`config.mk`:
```
export PLATFORM = sky130hd
export DESIGN_NAME = abs_ctrl
export DESIGN_NICKNAME = d
export VERILOG_FILES = /design/src/sv/assert_macros.svh /design/src/sv/abs_pkg.sv /design/src/sv/abs_ctrl.sv
export SDC_FILE = /design/constraint.sdc
export NUM_CORES = 1
export LEC_CHECK = 0
export BUFFER_PORTS_ARGS = -buffer_cell sky130_fd_sc_hd__buf_2
export CAP_MARGIN = 15
export CORE_UTILIZATION = 26
export CTS_CLUSTER_DIAMETER = 40
export DETAILED_ROUTE_END_ITERATION = 8
export PLACE_DENSITY = 0.45
export SYNTH_ARGS = -nofsm -noshare
export SYNTH_HDL_FRONTEND = slang
export SYNTH_SLANG_ARGS = --single-unit
```
`constraint.sdc`:
```
create_clock -name clk_i -period 2.1 [get_ports clk_i]
set_input_delay 0.21 -clock clk_i [delete_from_list [all_inputs] [get_ports clk_i]]
set_output_delay 0.21 -clock clk_i [all_outputs]
set_load 0.01 [all_outputs]
```
`src/sv/assert_macros.svh`:
```
// ----------------------------------------------------------------------------
// Assertion macros
// Shared concurrent assertion helpers, clocked by clk_i with active-low reset.
// ----------------------------------------------------------------------------
`ifndef ASSERT_MACROS_SVH
`define ASSERT_MACROS_SVH

// Same-cycle implication.
`define ASSERT_SAME(label, ante, cons) \
  label: assert property (@(posedge clk_i) disable iff (!rst_ni) (ante) |-> (cons)) \
    else $error("assertion failed");

// Next-cycle implication.
`define ASSERT_NEXT(label, ante, cons) \
  label: assert property (@(posedge clk_i) disable iff (!rst_ni) (ante) |=> (cons)) \
    else $error("assertion failed");

`endif

```
`src/sv/abs_pkg.sv`:
```
// ----------------------------------------------------------------------------
// abs_pkg
// Constants, codes and shared types of the audio block statistics unit.
// ----------------------------------------------------------------------------
package abs_pkg;

  localparam int unsigned MaxBlock    = 4096;
  localparam int unsigned MaxChannels = 16;
  localparam int unsigned SampleBits  = 24;

  localparam int unsigned CountW  = 13;  // holds MaxBlock itself
  localparam int unsigned ChanW   = 4;
  localparam int unsigned NChW    = 5;
  localparam int unsigned StatSelW = 4;
  localparam int unsigned SumW    = SampleBits + 12;               // 36
  localparam int unsigned SqW     = 2 * (SampleBits - 1) + 12 + 1; // 59
  localparam int unsigned ProdW   = SqW + CountW;                  // 72
  localparam int unsigned DvdW    = ProdW - 1;                     // 71
  localparam int unsigned DivrW   = 2 * CountW - 1;                // 25
  localparam int unsigned QuoW    = 64;
  localparam int unsigned RootW   = 32;
  localparam int unsigned SrW     = RootW + 3;
  localparam int unsigned StatW   = 60;
  localparam int unsigned ItW     = 7;
  localparam int unsigned CfgIdxW = 2;
  localparam int unsigned CfgDataW = 13;

  // Register indexes.
  localparam logic [CfgIdxW-1:0] CFG_STAT = 2'd0;
  localparam logic [CfgIdxW-1:0] CFG_SIZE = 2'd1;
  localparam logic [CfgIdxW-1:0] CFG_NCH  = 2'd2;

  // Statistic codes.
  localparam logic [StatSelW-1:0] STAT_MAX    = 4'd0;
  localparam logic [StatSelW-1:0] STAT_MIN    = 4'd1;
  localparam logic [StatSelW-1:0] STAT_MAXABS = 4'd2;
  localparam logic [StatSelW-1:0] STAT_MEAN   = 4'd3;
  localparam logic [StatSelW-1:0] STAT_RMS    = 4'd4;
  localparam logic [StatSelW-1:0] STAT_STDDEV = 4'd5;
  localparam logic [StatSelW-1:0] STAT_VAR    = 4'd6;
  localparam logic [StatSelW-1:0] STAT_ENERGY = 4'd7;
  localparam logic [StatSelW-1:0] STAT_SUM    = 4'd8;
  localparam logic [StatSelW-1:0] STAT_SUMSQ  = 4'd9;

  typedef enum logic [2:0] {
    ST_ACC, ST_MUL, ST_PREP, ST_DIV, ST_SQL, ST_SQRT, ST_OUT
  } state_e;

  typedef struct packed {
    logic acc_en;
    logic mul_en;
    logic prep_en;
    logic div_step;
    logic sqrt_load;
    logic sqrt_step;
    logic out_load;
  } cmd_t;

  typedef struct packed {
    logic                last;
    logic                out_busy;
    logic [StatSelW-1:0] stat;
  } sts_t;

endpackage

```
`src/sv/abs_ctrl.sv`:
```
// ----------------------------------------------------------------------------
// abs_ctrl
// Sequencer: accumulate, multiply, divide, square root, deliver.
// ----------------------------------------------------------------------------
module abs_ctrl (
  input  logic          clk_i,
  input  logic          rst_ni,
  input  logic          in_valid_i,
  input  abs_pkg::sts_t sts_i,
  output abs_pkg::cmd_t cmd_o,
  output logic          in_stall_o
);

  abs_pkg::state_e           state_q, state_d;
  logic [abs_pkg::ItW-1:0]   cnt_q, cnt_d;
  logic                      div_done, sqrt_done, need_div, need_sqrt;

  assign div_done  = (cnt_q == abs_pkg::ItW'(abs_pkg::DvdW - 1));
  assign sqrt_done = (cnt_q == abs_pkg::ItW'(abs_pkg::RootW - 1));
  assign need_div  = (sts_i.stat == abs_pkg::STAT_MEAN) || (sts_i.stat == abs_pkg::STAT_RMS) ||
                     (sts_i.stat == abs_pkg::STAT_STDDEV) || (sts_i.stat == abs_pkg::STAT_VAR) ||
                     (sts_i.stat == abs_pkg::STAT_ENERGY);
  assign need_sqrt = (sts_i.stat == abs_pkg::STAT_RMS) || (sts_i.stat == abs_pkg::STAT_STDDEV);

  // Next state.
  always_comb begin
    state_d = state_q;
    case (state_q)
      abs_pkg::ST_ACC:  if (in_valid_i && sts_i.last) state_d = abs_pkg::ST_MUL;
      abs_pkg::ST_MUL:  state_d = abs_pkg::ST_PREP;
      abs_pkg::ST_PREP: state_d = need_div ? abs_pkg::ST_DIV : abs_pkg::ST_OUT;
      abs_pkg::ST_DIV: begin
        if (div_done) state_d = need_sqrt ? abs_pkg::ST_SQL : abs_pkg::ST_OUT;
      end
      abs_pkg::ST_SQL:  state_d = abs_pkg::ST_SQRT;
      abs_pkg::ST_SQRT: if (sqrt_done) state_d = abs_pkg::ST_OUT;
      abs_pkg::ST_OUT:  if (!sts_i.out_busy) state_d = abs_pkg::ST_ACC;
      default:          state_d = abs_pkg::ST_ACC;
    endcase
  end

  // Iteration counter for the divider and the root unit.
  always_comb begin
    cnt_d = '0;
    if ((state_q == abs_pkg::ST_DIV && !div_done) ||
        (state_q == abs_pkg::ST_SQRT && !sqrt_done)) begin
      cnt_d = cnt_q + 1'b1;
    end
  end

  // Commands.
  always_comb begin
    cmd_o           = '0;
    cmd_o.acc_en    = (state_q == abs_pkg::ST_ACC) && in_valid_i;
    cmd_o.mul_en    = (state_q == abs_pkg::ST_MUL);
    cmd_o.prep_en   = (state_q == abs_pkg::ST_PREP);
    cmd_o.div_step  = (state_q == abs_pkg::ST_DIV);
    cmd_o.sqrt_load = (state_q == abs_pkg::ST_SQL);
    cmd_o.sqrt_step = (state_q == abs_pkg::ST_SQRT);
    cmd_o.out_load  = (state_q == abs_pkg::ST_OUT) && !sts_i.out_busy;
  end

  assign in_stall_o = (state_q != abs_pkg::ST_ACC);

  always_ff @(posedge clk_i or negedge rst_ni) begin
    if (!rst_ni) begin
      state_q <= abs_pkg::ST_ACC;
      cnt_q   <= '0;
    end else begin
      state_q <= state_d;
      cnt_q   <= cnt_d;
    end
  end

endmodule

```
## After elaboration in Yosys (flattened, before gate mapping)

Cells that the tools add are included.

| word-level totals | value |
|---|---|
| bits in registers | 10 |
| latch bits | 0 |
| bits in writable memories | 0 |
| ROM bits | 0 |
| input port bits | 9 |
| word-level logic and storage cells | 45 |
| memories | 0 |

| cells by class | value |
|---|---|
| add/subtract/negate cells | 1 |
| multipliers | 0 |
| div/mod/pow operators | 0 |
| $lt $le $gt $ge | 0 |
| equal/unequal tests | 17 |
| shifts and indexed selects | 0 |
| mux-type cells | 8 |
| bitwise logic cells | 0 |
| reduce and logical (&&, ||, !) cells | 17 |

Operator list:

| kind | count |
|---|---|
| case mux 3 bit (7 select lines) | 1 |
| equality test 4 x 3 -> 1 bit (second input constant) | 4 |
| two-way mux 3 bit | 5 |
| equality test 3 bit (second input constant) | 3 |
| adder 7 x 1 -> 7 bit (second input constant) | 1 |
| equality test 7 x 5 -> 1 bit (second input constant) | 1 |
| equality test 7 bit (second input constant) | 1 |
| two-way mux 7 bit | 1 |
| equality test 3 x 2 -> 1 bit (second input constant) | 2 |
| logical OR 1 bit | 6 |
| logical AND 1 bit | 5 |
| equality test 4 x 2 -> 1 bit (second input constant) | 1 |
| != test 2 x 1 -> 1 bit (second input constant) | 2 |
| != test 2 bit (second input constant) | 2 |
| AND reduction 4 bit | 1 |
| equality test 3 x 1 -> 1 bit (second input constant) | 1 |
| logical NOT 1 bit | 3 |
| logical NOT 3 bit | 1 |
| nonzero test 3 bit | 1 |
| two-way mux 2 bit | 1 |

## Logic depth before layout (Yosys ltp)

Gate-level depths: netlist of run 1.

| logic depth | value |
|---|---|
| word-level depth | 7 |
| gate-level depth with buffers | 6 |
| mapped depth without buffers | 6 |

## Worst setup path before layout of run 1

OpenSTA, ideal clock, no wires.

| timing | value |
|---|---|
| path type | register to register |
| start point | reg cnt_q[0] (netlist name) |
| end point | reg state_q[1] |
| library setup time | 0.138 ns |
| data arrival time | 1.307 ns |
| data required time | 1.962 ns |
| path slack | 0.655 ns |
| stages on the path, launching flop included | 6 |
| buffers on the path | 0 |
| period minus slack after synthesis | 1.445 ns |
| cell sequence | dfrtp_1 -> ha_1 -> nand4_1 -> o31a_1 -> a21oi_2 -> a31oi_1 |

| on the way | value |
|---|---|
| longest elaborated chain between the ends | 3 |

Ends and longest elaborated chain:

| item | line | RTL |
|---|---|---|
| from (decl) | abs_ctrl.sv:15 | `logic [abs_pkg::ItW-1:0] cnt_q, cnt_d;` |
| from (signal assigned) | abs_ctrl.sv:71 | `cnt_q <= cnt_d;` |
| equality test 7 bit or equality test 7 x 5 -> 1 bit (tied branches) | abs_ctrl.sv:18, abs_ctrl.sv:19 |  |
| != test 2 x 1 -> 1 bit (no line) | -- |  |
| AND reduction 4 bit (no line) * | -- |  |
| to (signal assigned) | abs_ctrl.sv:67 | `state_q <= abs_pkg::ST_ACC;` |
| to (signal assigned) | abs_ctrl.sv:70 | `state_q <= state_d;` |
| to (decl) | abs_ctrl.sv:14 | `abs_pkg::state_e state_q, state_d;` |

Mark *: on every way between the ends. The rest lies on a longest branch, timed or not.
A chain may end at the register's enable or synchronous reset.

## Worst setup path in the final report of run 1

Ends and elaborated chain as after synthesis.

==> metrics.md, run 1 <==
| Metric | Value |
|---|---|
| Outcome | finished, final reports clean |
| First-pass GRT wire length | 2140 um |
| Slew @ Worst Pin | 0.426 ns |
| Share of layout cells above drive strength 1 | 0.253 |
| Initial core utilization | 0.289 |
| Synth Flop Type | dfrtp_1 |
| Total die area | 0.00249 mm2 |
| Number of clock sinks | 10 |
| Final Slew Violations | 0 |
| Die Wd | 49.9 um |
| Clk_lat worst skew | 0.26 ns |
| Synth top area share | 0.419 |
| Seq/Total Area, Yosys | 0.419 |
| Worst reg2reg path startpoint | cnt_q[0] |
| Reg2Reg Capture Point | state_q[1] |
| Vias after detailed routing | 511 |
| Max-slew headroom | 0.716 |
| HP Class | input pin to async pin |
| Initial DRC count | 7 |
| Final Cycle Share | 0.770 |
| Total negative slack | 0 ns |
| Async set-reset flop share out of synthesis | 1.00 |
| Synth Warn # | 0 |
| Std cell rows | 16 |
| Post-layout util | 0.351 |
| Drc violations | 0 |
| DP Area | 692 um2 |
| Largest area contributor in the netlist | dfrtp_1 |
| IO Pins | 17 |
| Post-DP HPWL | 949 um |
| TritonCTS Buffers | 3 |
| Worst Setup End Kind | flip-flop |
| Final hold slack | 0.332 ns |
| Synth cell types | 30 |
| WP data required | 2.23 ns |
| Clock tree buffer depth | 2 |
| Worst-path maximum fanout | 9 |
| Crit path launch | cnt_q[0] |
| Most frequent cells after synthesis | nor2_1, dfrtp_1, inv_1 |
| Register bit total from synthesis | 10 |
| Area contributors post-synth | dfrtp_1, nor2_1, xnor2_1 |
| Mapped Area | 597 um2 |
| Final net count | 96 |
| Register-to-register path setup slack | 0.48 ns |
| Final setup viols | 0 |
| PwrDens | 1010 mW/mm2 |
| Count leader, synth | nor2_1 |
| Setup CP Type | flip-flop to flip-flop |
| Root buf cell | clkbuf_4 |
| CTS clk-pin slew, worst paths | 0.07 ns |
| Worst R2R Path Depth | 5 |
| Mapped Cells | 66 |
| GP Congestion | 0.739 |
| Syn nets | 77 |
| Largest net degree at the start of global routing | 14 |
| Drt pass-1 iters | 4 |
| Syn_area_per_cell | 9.04 um2 |
| Peak supply drop | 0.362 mV |
| Initial antenna violation count | 0 |
| Fin Clk Skew | 0.00706 ns |
| I/O Buffers | 16 |
| CTS tree | done |
| Post-Route WL | 1230 um |
| DR vias/cell | 4.65 |
| Grt total ovfl | 0 |
| RSZ-0062 raised after global routing | false |
| H-tree depth | 1 |
| Final Hold Vio Count | 0 |
| Area growth, synth to finish | 21.4% |
| Worst Setup Start Kind | flip-flop |
| Design Area, Final | 724 um2 |
| Number of diodes | 0 |
| Max cap viols | 0 |
| Pleak | 0.000338 uW |
| Core area | 0.00206 mm2 |
| Routed Antenna Nets | 0 |
| GR Util All Layers | 0.113 |
| Post-route minimum period | 1.62 ns |
| Post-synth EDFFs | 0 |
| CP endpoint | state_q[1] |
| Fmax | 618 MHz |
| Worst EP arrival | 1.74 ns |
| Post-CTS resize count | 0 |
| Number of global-route vias before repair | 531 |
| Chip Height | 49.9 um |
| DR WL/cell | 11.2 um |
## flip-flops by register name, summed over array words and instances (netlist names)
signal,count
cnt_q,7
state_q,3
## final cells by class
type,count,area [um2]
Inverter,5,18.8
Fill cell,225,1340
Clock buffer,3,22.5
Multi-Input combinational cell,48,309
Sequential cell,10,250
Timing Repair Buffer,17,90.1
Tap cell,27,33.8
## logic make-up after synthesis
| logic type | count (synthesis) | share of synthesized area |
|---|---|---|
| simple gates | 31 | 0.285 |
| compound gates | 10 | 0.117 |
| flops | 10 | 0.419 |
| buf+inv | 8 | 0.0629 |
| xor+xnor | 5 | 0.0734 |
| fa+ha+maj | 2 | 0.0419 |
## per-stage QoR
| stage | std cells | setup WS (ns) | total power (uW) |
|---|---|---|---|
| after floorplan | 66 | 0.655 | 531 |
| after global placement | 106 | 0.509 | 616 |
| after detailed placement | 106 | 0.442 | 615 |
| after CTS | 110 | 0.440 | 749 |
| after global routing | 110 | 0.339 | 803 |
| final | 110 | 0.482 | 733 |
## layer usage
| metal | vias to the layer above | global-route usage | part of all wire |
|---|---|---|---|
| met5 | - | 0 | 0 |
| met4 | 0 | 0.0714 | 0 |
| met3 | 0 | 0.0185 | 0.028 |
| met2 | 9 | 0.185 | 0.48 |
| met1 | 239 | 0.137 | 0.49 |
| li1 | 263 | - | - |
## worst max-delay path, stage by stage, from the launching register on
cell,delay (ns)
dfrtp_1,0.38
ha_1,0.21
nand4_1,0.13
o31a_1,0.28
a21oi_2,0.35
a31oi_1,0.13
## cells in the final DEF (no fill, tap or decap), drive strengths merged
| master | instances |
|---|---|
| buf | 16 |
| nor2 | 13 |
| dfrtp | 10 |
| inv | 5 |
| nor3 | 3 |
| xnor2 | 3 |
| clkbuf | 3 |
| nand3 | 3 |
| xor2 | 2 |
| nand2 | 2 |
| nor4bb | 2 |
| a31oi | 2 |
| ha | 2 |
| a21oi | 2 |
| and3b | 1 |
| and4bb | 1 |
| nand4 | 1 |
| o31a | 1 |
| and2 | 1 |
| or3 | 1 |
| nor4 | 1 |
| a2111oi | 1 |
| nor2b | 1 |
| o21ai | 1 |
| nand2b | 1 |
| o21a | 1 |
| a211oi | 1 |
| o22ai | 1 |
| dlygate4sd3 | 1 |
## how the worst min path moves through the flow
stage	startpoint	end	slack, ns	depth (start not counted)
6_report	rst_ni	cnt_q[5]	0.33	2
5_1_grt	rst_ni	cnt_q[5]	0.36	2
4_1_cts	rst_ni	cnt_q[5]	0.33	2
3_5_place_dp	rst_ni	cnt_q[5]	0.09	1
3_3_place_gp	rst_ni	cnt_q[6]	0.08	1
2_1_floorplan	rst_ni	cnt_q[0]	-0.09	0
## report_power, final
group	total [uW]	leakage [uW]	switching, uW	internal [uW]
Sequential	314	0.000132	81.8	233
Clock	126	0.0000138	60.0	65.8
Combinational	293	0.000193	162	131
Total	733	0.000338	304	430
## repair_timing
item / in CTS / in global routing
hold endpoints to repair: 10 / 0
hold buffers: 1 / 0
buffers inserted: 0 / 0
Note: power is estimated with default switching activity, not from simulation.
==> run 2: changes to the inputs <==
==> constraint.sdc (replaced) <==
create_clock -name clk_i -period 1.65 [get_ports clk_i]
set_input_delay 0.165 -clock clk_i [delete_from_list [all_inputs] [get_ports clk_i]]
set_output_delay 0.165 -clock clk_i [all_outputs]
set_load 0.01 [all_outputs]
==> run 2 against run 1 <==
Effect of this change:
- die area did not move
- clock-buffer cell count did not move
- final area rose by 7.3%
- largest power group is now combinational cells
- global-route usage fell by 0.13 points
- final cell count rose by 5.5%
- highest routed layer is now met4
- core utilization rose by 2.5 points
- clock power rose by 28%
- total power rose by 45%
==> metrics.md, run 2 (synthesis results as in run 1) <==
| Metric | Value |
|---|---|
| Outcome | finished, final reports clean (unchanged) |
| Worst Setup End Kind | primary output (was flip-flop) |
| Worst Setup Start Kind | flip-flop (unchanged) |
| Area growth, synth to finish | 30.2% (was 21.4%) |
| Initial core utilization | 0.289 (unchanged) |
| Clk_lat worst skew | 0.26 ns (about the same) |
| Final Cycle Share | 0.948 |
| Top reg by flops | cnt_q (unchanged) |
| Worst EP arrival | 1.40 ns (was 1.74 ns) |
| WP data required | 1.48 ns (was 2.23 ns) |
| HP Class | input pin to async pin (unchanged) |
| Most common cell after layout, fill and taps aside | buf_2 (unchanged) |
| DR WL/cell | 10.3 um (was 11.2 um) |
| PwrDens | 1370 mW/mm2 (was 1010 mW/mm2) |
| Reg2Reg Capture Point | state_q[1] (unchanged) |
| Max-slew headroom | 0.654 (was 0.716) |
| Design Area, Final | 777 um2 (was 724 um2) |
| Worst R2R Path Depth | 6 (was 5) |
| TritonCTS Buffers | 3 (unchanged) |
| Worst-path maximum fanout | 3 (was 9) |
| Grt total ovfl | 0 (unchanged) |
| Place WS | 0.105 ns (was 0.442 ns) |
| Share of layout cells above drive strength 1 | 0.326 (was 0.253) |
| First-pass GRT wire length | 2100 um (was 2140 um) |
| Post-Route WL | 1200 um (was 1230 um) |
| RSZ-0062 raised after global routing | false (unchanged) |
| GP Congestion | 0.727 (was 0.739) |
| Switching share of power | 0.389 (was 0.414) |
| Std cell rows | 16 (unchanged) |
| I/O Buffers | 16 (unchanged) |
| Clock tree buffer depth | 2 (unchanged) |
| Vias after detailed routing | 544 (was 511) |
| Clock network power share | 0.152 (was 0.172) |
| Slowest stage cell, crit path | dfrtp_2 (was dfrtp_1) |
| Post-route minimum period | 1.56 ns |
| Worst reg2reg path startpoint | cnt_q[0] (unchanged) |
| Final setup viols | 0 (unchanged) |
| Critical-path cell list | buf_4 -> or3_1 -> nor2_1 -> buf_2 (was ha_1 -> nand4_1 -> o31a_1 -> a21oi_2 -> a31oi_1) |
| Fin worst setup slack | 0.0858 ns (was 0.482 ns) |
| Number of global-route vias before repair | 514 (was 531) |
| Post-DP HPWL | 937 um (was 949 um) |
| Int Power | 650 uW (was 430 uW) |
| Max cap viols | 0 (unchanged) |
| CTS tree | done (unchanged) |
| Max reg flops | 7 (unchanged) |
| Combinational share of power | 0.516 (was 0.400) |
| Initial antenna violation count | 0 (unchanged) |
| Register-to-register path setup slack | 0.13 ns (was 0.48 ns) |
| Initial DRC count | 5 (was 7) |
| Number of clock sinks | 10 (unchanged) |
| IO Pins | 17 (unchanged) |
| DR vias/cell | 4.69 (was 4.65) |
| GR Util All Layers | 0.112 (was 0.113) |
| Largest net degree at the start of global routing | 11 (was 14) |
| Slew @ Worst Pin | 0.515 ns (was 0.426 ns) |
| Final net count | 102 (was 96) |
| Total die area | 0.00249 mm2 (unchanged) |
| Fmax | 639 MHz |
| Post-layout util | 0.377 (was 0.351) |
| Pleak | 0.000367 uW (was 0.000338 uW) |
| Final Slew Violations | 0 (unchanged) |
| Root buf cell | clkbuf_4 (unchanged) |
| Chip Height | 49.9 um (unchanged) |
| Setup CP Type | flip-flop to primary output (was flip-flop to flip-flop) |
| Most frequent cells in the layout | buf_2, nor2_1, dfrtp_1, buf_4, inv_1 (was buf_2, nor2_1, dfrtp_1, inv_1) |
| Final Hold Vio Count | 0 (unchanged) |
| Total negative slack | 0 ns (unchanged) |
| Fin Clk Skew | 0.00621 ns (was 0.00706 ns) |
| CP top delay family | simple AND/OR/NAND/NOR gates (was compound AO/OA/AOI/OAI gates) |
| Core area | 0.00206 mm2 (unchanged) |
| H-tree depth | 1 (unchanged) |
| Switching pwr | 414 uW (was 304 uW) |
| Largest regs | cnt_q x7, state_q x3 (unchanged) |
| Drt pass-1 iters | 4 (unchanged) |
| Peak supply drop | 0.560 mV (was 0.362 mV) |
| Seq pwr share | 0.332 (was 0.429) |
| Crit path launch | state_q[2] (was cnt_q[0]) |
| CTS clk-pin slew, worst paths | 0.06 ns (was 0.07 ns) |
| Number of diodes | 0 (unchanged) |
| DP Area | 729 um2 (was 692 um2) |
| Die Wd | 49.9 um (unchanged) |
| Final Total Pwr | 1060 uW (was 733 uW) |
| WP buf/inv | 2 (was 0) |
| Worst path max stage delay | 0.40 ns (was 0.38 ns) |
| Drc violations | 0 (unchanged) |
| Routed Antenna Nets | 0 (unchanged) |
-- run 2: repair_timing --
item | in CTS | in global routing
setup buffers | 1 | 0
resized for setup | 1 | 2
setup endpoints to repair | 1 | 1
hold endpoints to repair | 10 | 0
pin swaps | 0 | 0
cloned | 0 | 0
hold buffers | 1 | 0
-- run 2: cell type report --
type,instances,area [um2]
Timing Repair Buffer,23,135
Tap cell,27,33.8
Fill cell,211,1280
Clock buffer,3,22.5
Multi-Input combinational cell,48,315
Inverter,5,18.8
Sequential cell,10,251
-- run 2: through the flow --
step | instances | hold slack [ns]
floorplan | 66 | -0.131
global placement | 111 | 0.0413
detailed placement | 111 | 0.0337
CTS | 116 | 0.275
global route | 116 | 0.316
finish | 116 | 0.290
-- run 2: worst max-delay path by stage --
stage / cells after the start / slack [ns] / to
after CTS: 4 / 0.08 / cmd_o[6]
after detailed placement: 6 / 0.11 / state_q[1]
after global routing: 4 / 0.00008 / cmd_o[6]
after global placement: 6 / 0.15 / state_q[2]
after floorplan: 5 / 0.20 / state_q[1]
final: 4 / 0.09 / cmd_o[6]
-- run 2: metal layers --
metal  vias to the layer above  routed length, um  global-route usage
met5                         -                  0                   0
met4                         0                 37              0.0857
met1                       248                599               0.148
met2                        14                526               0.160
li1                        277                  -                   -
met3                         5                 33              0.0185
-- run 2: power by group through the flow --
stage	clock network (uW)	registers, uW	logic, uW
after floorplan	0	326	351
after global placement	0	385	500
after detailed placement	0	377	490
after CTS	166	353	535
after global routing	179	364	618
final	161	353	549
